--- src/rtl/core/bpa_pkg.sv ---
// Shared types and constants of the buddy page allocator.
package bpa_pkg;

    localparam int COUNT_W = 11;
    localparam int PAGE_W  = 10;
    localparam int START_W = 10;
    localparam int STAT_W  = 2;
    localparam int S_DATA_W = 24;
    localparam int M_DATA_W = 16;

    typedef enum logic [1:0] {
        ST_OK   = 2'd0,
        ST_FULL = 2'd1,
        ST_BAD  = 2'd2
    } t_status;

    typedef enum logic [2:0] {
        S_CLEAR,
        S_IDLE,
        S_A_ROOT,
        S_A_DESC,
        S_A_MARK,
        S_F_FIND,
        S_UP,
        S_DONE
    } t_state;

    typedef enum logic [3:0] {
        OP_NONE,
        OP_CLEAR,
        OP_LOAD,
        OP_A_ROOT,
        OP_A_DESC,
        OP_A_MARK,
        OP_F_FIND,
        OP_UP,
        OP_DONE
    } t_dp_op;

    typedef struct packed {
        t_dp_op op;
    } t_dp_cmd;

    typedef struct packed {
        logic clr_last;
        logic req_bad;
        logic root_short;
        logic root_exact;
        logic desc_done;
        logic node_top;
        logic find_used;
        logic misaligned;
        logic up_top;
        logic out_busy;
    } t_dp_stat;

endpackage

--- src/rtl/core/bpa_controller.sv ---
// Request sequencer of the buddy page allocator.
module bpa_controller (
    input  logic              i_clk,
    input  logic              i_rst_n,
    input  logic              i_s_tvalid,
    input  logic              i_mode,
    output logic              o_s_tready,
    input  bpa_pkg::t_dp_stat i_stat,
    output bpa_pkg::t_dp_cmd  o_cmd
);

    bpa_pkg::t_state r_state, n_state;

    always_ff @(posedge i_clk) begin
        if (!i_rst_n) begin
            r_state <= bpa_pkg::S_CLEAR;
        end else begin
            r_state <= n_state;
        end
    end

    always_comb begin
        n_state    = r_state;
        o_cmd.op   = bpa_pkg::OP_NONE;
        o_s_tready = 1'b0;
        case (r_state)
            bpa_pkg::S_CLEAR: begin
                o_cmd.op = bpa_pkg::OP_CLEAR;
                if (i_stat.clr_last) begin
                    n_state = bpa_pkg::S_IDLE;
                end
            end
            bpa_pkg::S_IDLE: begin
                o_s_tready = 1'b1;
                if (i_s_tvalid) begin
                    o_cmd.op = bpa_pkg::OP_LOAD;
                    n_state  = i_mode ? bpa_pkg::S_F_FIND : bpa_pkg::S_A_ROOT;
                end
            end
            bpa_pkg::S_A_ROOT: begin
                o_cmd.op = bpa_pkg::OP_A_ROOT;
                if (i_stat.req_bad || i_stat.root_short) begin
                    n_state = bpa_pkg::S_DONE;
                end else if (i_stat.root_exact) begin
                    n_state = bpa_pkg::S_A_MARK;
                end else begin
                    n_state = bpa_pkg::S_A_DESC;
                end
            end
            bpa_pkg::S_A_DESC: begin
                o_cmd.op = bpa_pkg::OP_A_DESC;
                if (i_stat.desc_done) begin
                    n_state = bpa_pkg::S_A_MARK;
                end
            end
            bpa_pkg::S_A_MARK: begin
                o_cmd.op = bpa_pkg::OP_A_MARK;
                n_state  = i_stat.node_top ? bpa_pkg::S_DONE : bpa_pkg::S_UP;
            end
            bpa_pkg::S_F_FIND: begin
                o_cmd.op = bpa_pkg::OP_F_FIND;
                if (i_stat.req_bad) begin
                    n_state = bpa_pkg::S_DONE;
                end else if (!i_stat.find_used) begin
                    if (i_stat.node_top) begin
                        n_state = bpa_pkg::S_DONE;
                    end
                end else if (i_stat.misaligned || i_stat.node_top) begin
                    n_state = bpa_pkg::S_DONE;
                end else begin
                    n_state = bpa_pkg::S_UP;
                end
            end
            bpa_pkg::S_UP: begin
                o_cmd.op = bpa_pkg::OP_UP;
                if (i_stat.up_top) begin
                    n_state = bpa_pkg::S_DONE;
                end
            end
            bpa_pkg::S_DONE: begin
                o_cmd.op = bpa_pkg::OP_DONE;
                if (!i_stat.out_busy) begin
                    n_state = bpa_pkg::S_IDLE;
                end
            end
            default: begin
                n_state = bpa_pkg::S_CLEAR;
            end
        endcase
    end

endmodule

--- config.mk ---
export PLATFORM = sky130hd
export DESIGN_NAME = bpa_controller
export DESIGN_NICKNAME = d
export VERILOG_FILES = /design/src/rtl/core/bpa_pkg.sv /design/src/rtl/core/bpa_controller.sv
export SDC_FILE = /design/constraint.sdc
export NUM_CORES = 1
export LEC_CHECK = 0
export BUFFER_PORTS_ARGS = -buffer_cell sky130_fd_sc_hd__clkbuf_2
export CORE_AREA = 10 10 47 49
export DETAILED_ROUTE_END_ITERATION = 16
export DIE_AREA = 0 0 57 59
export SYNTH_ARGS = -nofsm -noshare
export SYNTH_HDL_FRONTEND = slang
export SYNTH_SLANG_ARGS = --single-unit
--- constraint.sdc ---
create_clock -name i_clk -period 4.5 [get_ports i_clk]
set_input_delay 0.9 -clock i_clk [delete_from_list [all_inputs] [get_ports i_clk]]
set_output_delay 0.9 -clock i_clk [all_outputs]
set_load 0.03 [all_outputs]
# Word level (Yosys, flattened, before mapping)
# Cells that the tools add are included.
# classes
n_eq_ne,13
n_mux,17
reduce_logical,4
# op_table
operator,n
two-way mux 3 bit,11
case mux 4 bit (8 select lines),1
case mux 3 bit (8 select lines),1
"== test 3 bit, second input constant",4
"!= test 2 bit, second input constant",5
"== test 3 x 2 -> 1 bit, second input constant",2
AND reduction 6 bit,1
"!= test 4 bit, second input constant",1
"== test 3 x 1 -> 1 bit, second input constant",1
zero test 3 bit,1
two-way mux 1 bit,3
logical OR 1 bit,2
two-way mux 2 bit,1
# totals
reg_bits,3
inputBits,14
output_inout_bits,5

# Logic depth before layout (Yosys ltp)
# Gate-level depths: netlist of the first run.
# logic_depth
ltp_word,5
ltp_mapped,5
ltp_nobuf,4

# Least setup slack after synthesis of the first run
# Ideal clock, no wire load.
# synth_timing
path_type,input -> output
startpoint,in i_s_tvalid
endpoint,out o_cmd[1] (netlist name)
arrival_time_ns,1.503
required_time_ns,3.600
setup_slack_ns,2.097
cell_stages,2
path_cell_list,o21bai_1 > mux2i_1
# synth_lines
element,line,source
start: declaration,bpa_controller.sv:5,"input logic i_s_tvalid,"
end: declaration,bpa_controller.sv:9,output bpa_pkg::t_dp_cmd o_cmd

==> flow_metrics.env, run 1 <==
export IMPL_worstSetupStartpointType="input port"
export IMPL_hp_start="r_state[1]$_SDFFE_PN0P_"
export IMPL_rrSetupSlack_ns=2.81
export IMPL_final_layout_size_suffix_gt1_share_pct=38.10
export IMPL_cts_buffers_inserted=3
export IMPL_post_route_min_period_ns=2.355
export IMPL_die_h_um=59
export IMPL_die_width_um=57
export IMPL_crit_reg2reg_launch="r_state[1]$_SDFFE_PN0P_"
export IMPL_top_regs="r_state: 3 flops"
export IMPL_route_detailed_drc=0
export IMPL_grt_antenna_before_repair=0
export IMPL_report_final_setup_viol=0
export IMPL_hold_viol_final=0
export IMPL_postRouteAntennaNets=0
export IMPL_cts_hold_repair_buffers=0
export IMPL_syn_area_sq_um=319.1
export IMPL_cpPeakStageDelay_ns=0.20
export IMPL_drt_wirelength_per_cell_um=12.81
export IMPL_vias_in_the_first_global_route=399
export IMPL_crit_path_frequent_cell="clkbuf_2"
export IMPL_outcome="finished clean"
export IMPL_timing_clock_skew_ns=0.001056
export IMPL_power_clock_fraction_pct=15.5
export IMPL_tightest_slew_ns=0.4463
export IMPL_layout_nets=78
export IMPL_synth_top_area_share_pct=18.82
export IMPL_whs_endpoint="r_state[1]$_SDFFE_PN0P_"
export IMPL_grt_start_max_net_pins=16
export IMPL_max_slew_margin_pct=70.20
export IMPL_largest_register="r_state"
export IMPL_power_share_combinational_pct=59.5
export IMPL_sequentialPowerShare_pct=24.9
export IMPL_post_layout_nonfiller_instances=79
export IMPL_areaGrowthSynthToFinish_pct=38.43
export IMPL_crit_reg2reg_capture="r_state[1]$_SDFFE_PN0P_"
export IMPL_top_level_ports=19
export IMPL_detailedRoute_firstIterationViolations=3
export IMPL_cp_slowest_cell="clkbuf_2"
export IMPL_die_area_sq_um=3363
export IMPL_finalWirelength_um=1012
export IMPL_share_of_the_yosys_chip_area_belonging_to_registers_pct=18.82
export IMPL_criticalPathCategory="in2out"
export IMPL_hold_path_class="reg2reg"
export IMPL_post_synth_inst_count=44
export IMPL_cts_tree="built"
export IMPL_placedCellCount=75
export IMPL_reg2regPathDepth=4
export IMPL_drv_cap=0
export IMPL_highest_ir_drop_seen_on_vdd_mv=0.2200
export IMPL_cts_root_buffer_cell="clkbuf_4"
export IMPL_rows=14
export IMPL_p_per_area_nw_per_um2=673.5
export IMPL_port_buffer_count=18
export IMPL_maximum_level_of_the_cts_h_tree=1
export IMPL_cp_data_arrival_time_ns=1.45
export IMPL_multi_input_comb_area_sq_um=230.2
export IMPL_syn_nets=58
export IMPL_clock_insertion_delay_at_the_later_pin_of_the_skew_report_ns=0.23
export IMPL_total_net_switching_power_w=0.0001551
export IMPL_clkSlewWorstSetupHoldPaths_ns=0.04
export IMPL_detail_route_first_pass_iterations=2
export IMPL_dr_total_vias=391
export IMPL_cts_sinks=3
export IMPL_overflow=0
export IMPL_crit_path_cell_trace="clkbuf_2 -> o21bai_1 -> mux2i_1 -> clkbuf_2"
export IMPL_post_cts_resized=0
export IMPL_fmaxAchievable_mhz=424.7
export IMPL_detail_route_vias_per_cell=4.949
export IMPL_worstHoldPathCells=2
export IMPL_start_util_pct=22.77
export IMPL_commonest_non_fill_non_tap_cells_in_the_layout="clkbuf_2 (18), nor2_1 (6)"
export IMPL_grt_first_pass_wirelength_um=1690
export IMPL_core_outline_area_sq_um=1401
export IMPL_cts_path_max_buffers=2
export IMPL_final_max_slew_violation_count=0
export IMPL_synth_seq_cells=3
export IMPL_p_leak_nw=0.2090
export IMPL_rsz0062_at_grt="no"
export IMPL_ys_top_cells_by_area="dfxtp_1 (19%), nor2_1 (7.1%), mux2i_1 (6.3%)"
export IMPL_timing_critical_path_fanout_max=2
export IMPL_place_congestion=0.7437
export IMPL_critical_path_buffers_and_inverters=2
export IMPL_largest_register_ffs=3
export IMPL_netlist_top_cell_by_area="dfxtp_1"
export IMPL_sw_frac_of_total_pct=52.15
export IMPL_timing_critical_path_required_ns=3.60
export IMPL_seqCellArea_sq_um=60.06
export IMPL_setup_tns_final_ns=0
export IMPL_ys_warnings_count=0
export IMPL_grt_use_total_pct=6.266
export IMPL_mostFrequentLayoutCell="clkbuf_2"
export IMPL_synth_lib_cells_used_distinct=28
export IMPL_finalCoreUtilization_pct=31.52
export IMPL_p_int_w=0.0001423
export IMPL_cts_post_setup_buffers_inserted=0
export IMPL_critical_path_top_delay_family="buffers and inverters"
export IMPL_fillers=175
export IMPL_final_period_utilization_pct=52.33
export IMPL_antenna_diode_count=0
export IMPL_syn_avg_cell_area_sq_um=7.251
export IMPL_setup_worst_path_end_class="output pin"
layer usage:
| layer | wire length, um | global-route usage (%) |
|---|---|---|
| met1 | 439 | 6.176 |
| met2 | 470 | 9.767 |
| met3 | 96 | 3.863 |
| met4 | 6 | 4.027 |
| met5 | 0 | 0 |
worst max path at each step:
stage / startpoint / endpoint / cells past startpoint
2_1_floorplan: i_s_tvalid / o_cmd[1] / 2
3_3_place_gp: i_s_tvalid / o_cmd[1] / 4
3_5_place_dp: i_s_tvalid / o_cmd[1] / 4
4_1_cts: i_s_tvalid / o_cmd[1] / 4
5_1_grt: i_s_tvalid / o_cmd[1] / 4
6_report: i_s_tvalid / o_cmd[1] / 4
logic make-up (layout without fill, tap and decap cells):
logic type / count (synthesis) / after routing / synth area share (%)
xor gates and xnor gates: 1 / 1 / 2.746
buffers and inverters: 7 / 26 / 9.017
muxes: 2 / 2 / 6.275
and+or+nand+nor: 17 / 17 / 28.24
AOI/OAI and AO/OA: 14 / 14 / 34.91
DFF: 3 / 3 / 18.82
worst register-to-register path: cells and delay by family (launching register included):
kind             cells  cell delay [ns]
and+or+nand+nor      3             1.00
DFF                  1             0.43
muxes                1             0.18
synthesized netlist by cell type:
cell      number
nand2b_1       1
and3b_1        1
nand3_1        1
a211oi_1       1
o211a_1        1
a311o_1        1
nand2_1        2
nand3_2        1
nor2_1         6
dfxtp_1        3
a221oi_1       1
xnor2_1        1
and2_1         1
o21ai_1        1
inv_2          1
clkbuf_1       1
a22oi_1        1
o311ai_2       1
buf_2          2
a21oi_1        3
or3_1          1
mux2i_1        2
inv_1          3
nor3_1         2
o21bai_1       1
or4_1          1
o221ai_1       2
a31oi_1        1
power groups by stage:
stage	registers (W)	clock network [W]	logic, W
2_1_floorplan	0.0000433	0	0.000167
3_3_place_gp	0.0000736	0	0.000177
3_5_place_dp	0.0000742	0	0.000179
4_1_cts	0.0000734	0.0000485	0.000180
5_1_grt	0.0000780	0.0000527	0.000196
6_report	0.0000741	0.0000462	0.000177
metrics by stage:
| stage | hold WS, ns | instance area [sq um] | worst slack [ns] | power [W] |
|---|---|---|---|---|
| 2_1_floorplan | 0.5174 | 319.1 | 2.097 | 0.0002102 |
| 3_3_place_gp | 0.6527 | 415.4 | 2.159 | 0.0002501 |
| 3_5_place_dp | 0.6800 | 415.4 | 2.133 | 0.0002537 |
| 4_1_cts | 0.6853 | 441.7 | 2.131 | 0.0003020 |
| 5_1_grt | 0.7360 | 441.7 | 2.064 | 0.0003271 |
| 6_report | 0.6792 | 441.7 | 2.145 | 0.0002975 |
layout make-up:
class | instances | share of cell area [%]
tap | 16 | 4.533
multi-input combinational | 34 | 52.12
clock buffer | 4 | 5.949
timing repair buffer | 18 | 20.40
sequential | 3 | 13.60
inverter | 4 | 3.399
Power figures use the tool's default switching activity.
==> inputs of run 2 (changes only) <==
==> constraint.sdc (replaced) <==
create_clock -name i_clk -period 2.1 [get_ports i_clk]
set_input_delay 0.42 -clock i_clk [delete_from_list [all_inputs] [get_ports i_clk]]
set_output_delay 0.42 -clock i_clk [all_outputs]
set_load 0.03 [all_outputs]
==> flow_metrics.env, run 2 (same netlist as run 1, synthesis figures left out) <==
export IMPL_rows=14
export IMPL_top_level_ports=19
export IMPL_vias_in_the_first_global_route=398
export IMPL_post_layout_nonfiller_instances=79
export IMPL_finalWirelength_um=1001
export IMPL_clock_insertion_delay_at_the_later_pin_of_the_skew_report_ns=0.24
export IMPL_die_h_um=59
export IMPL_route_detailed_drc=0
export IMPL_maximum_level_of_the_cts_h_tree=1
export IMPL_drt_wirelength_per_cell_um=12.67
export IMPL_cpPeakStageDelay_ns=0.56
export IMPL_fillers=168
export IMPL_die_width_um=57
export IMPL_mostFrequentLayoutCell="clkbuf_2"
export IMPL_cts_buffers_inserted=3
export IMPL_final_period_utilization_pct=85.49
export IMPL_cts_path_max_buffers=2
export IMPL_max_slew_margin_pct=70.15
export IMPL_post_cts_resized=0
export IMPL_place_congestion=0.7011
export IMPL_fmaxAchievable_mhz=557.0
export IMPL_grt_antenna_before_repair=0
export IMPL_cp_slowest_cell="dfxtp_1"
export IMPL_setup_worst_path_end_class="output pin"
export IMPL_timing_critical_path_required_ns=1.68
export IMPL_layout_nets=78
export IMPL_overflow=0
export IMPL_detail_route_vias_per_cell=5.076
export IMPL_post_route_min_period_ns=1.795
export IMPL_antenna_diode_count=0
export IMPL_cts_sinks=3
export IMPL_cts_hold_repair_buffers=0
export IMPL_cp_data_arrival_time_ns=1.38
export IMPL_areaGrowthSynthToFinish_pct=38.43
export IMPL_drv_cap=0
export IMPL_grt_use_total_pct=6.093
export IMPL_commonest_non_fill_non_tap_cells_in_the_layout="clkbuf_2 (18), nor2_1 (6)"
export IMPL_hold_viol_final=0
export IMPL_cts_post_setup_buffers_inserted=0
export IMPL_postRouteAntennaNets=0
export IMPL_report_final_setup_viol=0
export IMPL_clkSlewWorstSetupHoldPaths_ns=0.03
export IMPL_outcome="finished clean"
export IMPL_rsz0062_at_grt="no"
export IMPL_finalCoreUtilization_pct=31.52
export IMPL_final_max_slew_violation_count=0
export IMPL_dp_hpwl_um=796.8
export IMPL_largest_register="r_state"
export IMPL_core_outline_area_sq_um=1401
export IMPL_timing_clock_skew_ns=0.007455
export IMPL_port_buffer_count=18
export IMPL_grt_start_max_net_pins=16
export IMPL_p_per_area_nw_per_um2=1445
export IMPL_top_regs="r_state: 3 flops"
export IMPL_worstSetupStartpointType="flop"
export IMPL_criticalPathCategory="reg2out"
export IMPL_highest_ir_drop_seen_on_vdd_mv=0.5067
export IMPL_setup_tns_final_ns=0
export IMPL_largest_register_ffs=3
export IMPL_cts_tree="built"
export IMPL_start_util_pct=22.77
export IMPL_die_area_sq_um=3363
export IMPL_timing_critical_path_fanout_max=12
export IMPL_cts_root_buffer_cell="clkbuf_4"
export IMPL_total_power_draw_w=0.0006384
export IMPL_detailedRoute_firstIterationViolations=9
export IMPL_hold_path_class="in2reg"
export IMPL_placedCellCount=75
export IMPL_p_leak_nw=0.2090
export IMPL_detail_route_first_pass_iterations=4
export IMPL_grt_first_pass_wirelength_um=1635
export IMPL_crit_path_cell_trace="inv_1 -> nor2_1 -> clkbuf_2"
export IMPL_final_layout_size_suffix_gt1_share_pct=38.10
export IMPL_tightest_slew_ns=0.4472
export IMPL_dr_total_vias=401
run 2: power by group:
group | internal, W | switching (W)
combinational | 0.000152 | 0.000225
sequential | 0.0000822 | 0.0000754
clock | 0.0000714 | 0.0000324
run 2: metrics by stage:
step                      worst slack [ns]  area [sq um]  hold WS [ns]
final                               0.3047         441.7        0.4417
after global routing                0.1999         441.7        0.4491
after CTS                           0.2922         441.7        0.4322
after detailed placement            0.4709         415.4        0.6462
after global placement              0.4816         415.4        0.6354
after floorplan                     0.3689         319.1        0.5174
run 2: layer usage:
metal / vias to the layer above / track usage, % / share of wire [%]
li1: 200 / - / -
met1: 183 / 6.413 / 46
met2: 18 / 9.457 / 46
met3: 0 / 4.292 / 8.4
met4: 0 / 2.013 / 0
met5: - / 0 / 0
run 2: path summary, 6_finish.rpt:
kind	to	cells past startpoint	start	slack [ns]
worst max-delay path	o_cmd[3]	3	r_state[2]$_SDFFE_PN0P_	0.30
worst min register to register	r_state[1]$_SDFFE_PN0P_	2	r_state[1]$_SDFFE_PN0P_	0.66
worst max register to register	r_state[1]$_SDFFE_PN0P_	4	r_state[1]$_SDFFE_PN0P_	0.45
worst min-delay path	r_state[2]$_SDFFE_PN0P_	3	i_rst_n	0.44
run 2: cell type report:
type | instances | area [sq um] | share of cell area [%]
sequential | 3 | 60.06 | 13.60
clock buffer | 4 | 26.28 | 5.949
multi-input combinational | 34 | 230.2 | 52.12
tap | 16 | 20.02 | 4.533
inverter | 4 | 15.01 | 3.399
timing repair buffer | 18 | 90.09 | 20.40
run 2: worst max-delay path: cells and delay by family, from the launching register on:
kind / cells / cell delay (ns)
buffers and inverters: 2 / 0.41
DFF: 1 / 0.56
and+or+nand+nor: 1 / 0.18
==> inputs of run 3 (changes only) <==
--- a/config.mk
+++ b/config.mk
@@ -5,6 +5,7 @@
 export SDC_FILE = /design/constraint.sdc
 export NUM_CORES = 1
 export LEC_CHECK = 0
+export ABC_AREA = 1
 export BUFFER_PORTS_ARGS = -buffer_cell sky130_fd_sc_hd__clkbuf_2
 export CORE_AREA = 10 10 47 49
 export DETAILED_ROUTE_END_ITERATION = 16
==> flow_metrics.env, run 3 <==
export IMPL_cp_slowest_cell="dfxtp_1"
export IMPL_core_outline_area_sq_um=1401
export IMPL_syn_area_sq_um=391.6
export IMPL_cts_path_max_buffers=2
export IMPL_vias_in_the_first_global_route=467
export IMPL_grt_antenna_before_repair=0
export IMPL_grt_use_total_pct=6.048
export IMPL_cts_post_setup_buffers_inserted=0
export IMPL_setup_tns_final_ns=0
export IMPL_syn_nets=87
export IMPL_rrSetupSlack_ns=0.80
export IMPL_place_congestion=0.8539
export IMPL_outcome="finished clean"
export IMPL_netlist_top_cell_by_area="dfxtp_1"
export IMPL_synthMostInstantiatedCell="nand2_1"
export IMPL_postRouteAntennaNets=0
export IMPL_cts_hold_repair_buffers=0
export IMPL_start_util_pct=27.95
export IMPL_report_final_setup_viol=0
export IMPL_cpPeakStageDelay_ns=0.50
export IMPL_antenna_diode_count=0
export IMPL_post_synth_mux_area_share_pct=0
export IMPL_highest_ir_drop_seen_on_vdd_mv=0.5192
export IMPL_clock_insertion_delay_at_the_later_pin_of_the_skew_report_ns=0.23
export IMPL_criticalPathCategory="reg2out"
export IMPL_port_buffer_count=18
export IMPL_overflow=0
export IMPL_die_area_sq_um=3363
export IMPL_top_level_ports=19
export IMPL_worstSetupStartpointType="flop"
export IMPL_synth_flop_cell="dfxtp_1"
export IMPL_p_per_area_nw_per_um2=1435
export IMPL_timing_critical_path_required_ns=1.68
export IMPL_post_synth_inst_count=73
export IMPL_cts_tree="built"
export IMPL_largest_register="r_state"
export IMPL_crit_path_frequent_cell="nand2_1"
export IMPL_commonest_non_fill_non_tap_cells_in_the_layout="clkbuf_2 (18), nand2_1 (16), nor2_1 (15)"
export IMPL_final_period_utilization_pct=79.20
export IMPL_ys_top_cells_by_area="dfxtp_1 (15%), nand2_1 (15%), nor2_1 (14%)"
export IMPL_fmaxAchievable_mhz=601.3
export IMPL_drt_wirelength_per_cell_um=9.202
export IMPL_share_of_the_yosys_chip_area_belonging_to_registers_pct=15.34
export IMPL_rows=14
export IMPL_mostFrequentLayoutCell="clkbuf_2"
export IMPL_timing_clock_skew_ns=0.005541
export IMPL_cts_root_buffer_cell="clkbuf_4"
export IMPL_detail_route_first_pass_iterations=4
export IMPL_maximum_level_of_the_cts_h_tree=1
export IMPL_largest_register_ffs=3
export IMPL_cts_sinks=3
export IMPL_synth_lib_cells_used_distinct=17
export IMPL_final_layout_size_suffix_gt1_share_pct=32.26
export IMPL_synth_simple_area_share_pct=59.42
export IMPL_async_flop_share_pct=0
export IMPL_synth_edff_count=0
export IMPL_layout_nets=108
export IMPL_setup_worst_path_end_class="output pin"
export IMPL_drv_cap=0
export IMPL_areaGrowthSynthToFinish_pct=30.03
export IMPL_crit_path_cell_trace="nand2_2 -> inv_1 -> nand2_1 -> nand2_1 -> clkbuf_2"
export IMPL_dr_total_vias=479
export IMPL_synth_compound_area_share_pct=8.307
export IMPL_synth_top_cells_by_count="nand2_1 (16), nor2_1 (15), inv_1 (10), nand3_1 (10)"
export IMPL_post_route_worst_setup_slack_ns=0.4369
export IMPL_cts_buffers_inserted=3
export IMPL_hold_viol_final=0
export IMPL_pre_cts_ws_ns=0.6764
export IMPL_die_width_um=57
export IMPL_grt_start_max_net_pins=9
export IMPL_p_leak_nw=0.3048
export IMPL_ys_warnings_count=0
export IMPL_cp_data_arrival_time_ns=1.24
export IMPL_route_detailed_drc=0
export IMPL_synth_top_family_by_area="simple AND/OR/NAND/NOR gates"
export IMPL_timing_critical_path_fanout_max=8
export IMPL_top_regs="r_state: 3 flops"
export IMPL_clkSlewWorstSetupHoldPaths_ns=0.04
export IMPL_detail_route_vias_per_cell=4.394
export IMPL_hold_path_class="in2reg"
export IMPL_finalWirelength_um=1003
export IMPL_final_max_slew_violation_count=0
export IMPL_synth_top_area_share_pct=15.34
export IMPL_max_slew_margin_pct=78.16
export IMPL_rsz0062_at_grt="no"
export IMPL_detailedRoute_firstIterationViolations=8
export IMPL_post_cts_resized=0
export IMPL_synth_seq_cells=3
export IMPL_yosys_area_share_xor_xnor_pct=0
export IMPL_post_route_min_period_ns=1.663
export IMPL_synthAdderAreaFrac_pct=0
export IMPL_tightest_slew_ns=0.3271
export IMPL_die_h_um=59
export IMPL_grt_first_pass_wirelength_um=1731
export IMPL_syn_avg_cell_area_sq_um=5.365
export IMPL_dp_hpwl_um=912.1
-- run 3: changes by cell type in the layout (fill, tap and decap cells not counted), moves of 3 or more --
cell,change
nand2_2,+3
nand3_1,+9
nor2_1,+9
inv_1,+7
nand2_1,+14
-- run 3: final cells by class --
cell class | count | area, sq um
Fill cell | 179 | 892.1
Tap cell | 16 | 20.02
Clock buffer | 4 | 26.28
Multi-Input combinational cell | 56 | 265.3
Sequential cell | 3 | 60.06
Timing Repair Buffer | 18 | 90.09
Inverter | 12 | 47.55
-- run 3: worst paths after layout --
check,startpoint,to,depth (start not counted)
worst max-delay path,r_state[1]$_SDFFE_PN0P_,o_cmd[2],5
worst min-delay path,i_rst_n,r_state[1]$_SDFFE_PN0P_,3
worst max register to register,r_state[2]$_SDFFE_PN0P_,r_state[0]$_SDFFE_PN0P_,7
worst min register to register,r_state[1]$_SDFFE_PN0P_,r_state[1]$_SDFFE_PN0P_,2
-- run 3: kinds of logic (layout without fill, tap and decap cells) --
| family | after synthesis | count (layout) |
|---|---|---|
| and+or+nand+nor | 50 | 50 |
| buffers and inverters | 14 | 34 |
| AOI/OAI and AO/OA | 6 | 6 |
| DFF | 3 | 3 |
-- run 3: metrics by stage --
| stage | hold slack (ns) | instance area (sq um) | utilization, % | std cells | power (W) |
|---|---|---|---|---|---|
| 4_1_cts | 0.4285 | 509.2 | 36.34 | 109 | 0.0007442 |
| 3_3_place_gp | 0.6226 | 483.0 | 34.46 | 105 | 0.0006413 |
| 2_1_floorplan | 0.5408 | 391.6 | - | 73 | 0.0005519 |
| 5_1_grt | 0.4590 | 509.2 | 36.34 | 109 | 0.0008177 |
| 6_report | 0.4324 | 509.2 | 36.34 | 109 | 0.0007310 |
| 3_5_place_dp | 0.6287 | 483.0 | 34.46 | 105 | 0.0006413 |
-- run 3: metal layers --
metal | up-vias | routed length, um | track usage (%)
li1 | 267 | - | -
met1 | 203 | 422 | 5.931
met2 | 9 | 501 | 10.85
met3 | 0 | 78 | 3.004
met4 | 0 | 0 | 2.013
met5 | - | 0 | 0
-- run 3: critical path, delay by kind of cell, from the launching register on --
family	cells	cell delay, ns
buffers and inverters	2	0.28
flip-flops	1	0.50
AND/OR/NAND/NOR	3	0.24
-- run 3: power breakdown --
group          internal, W  switching (W)
combinational     0.000166       0.000322
clock            0.0000711      0.0000279
sequential       0.0000853      0.0000586
total             0.000323       0.000408
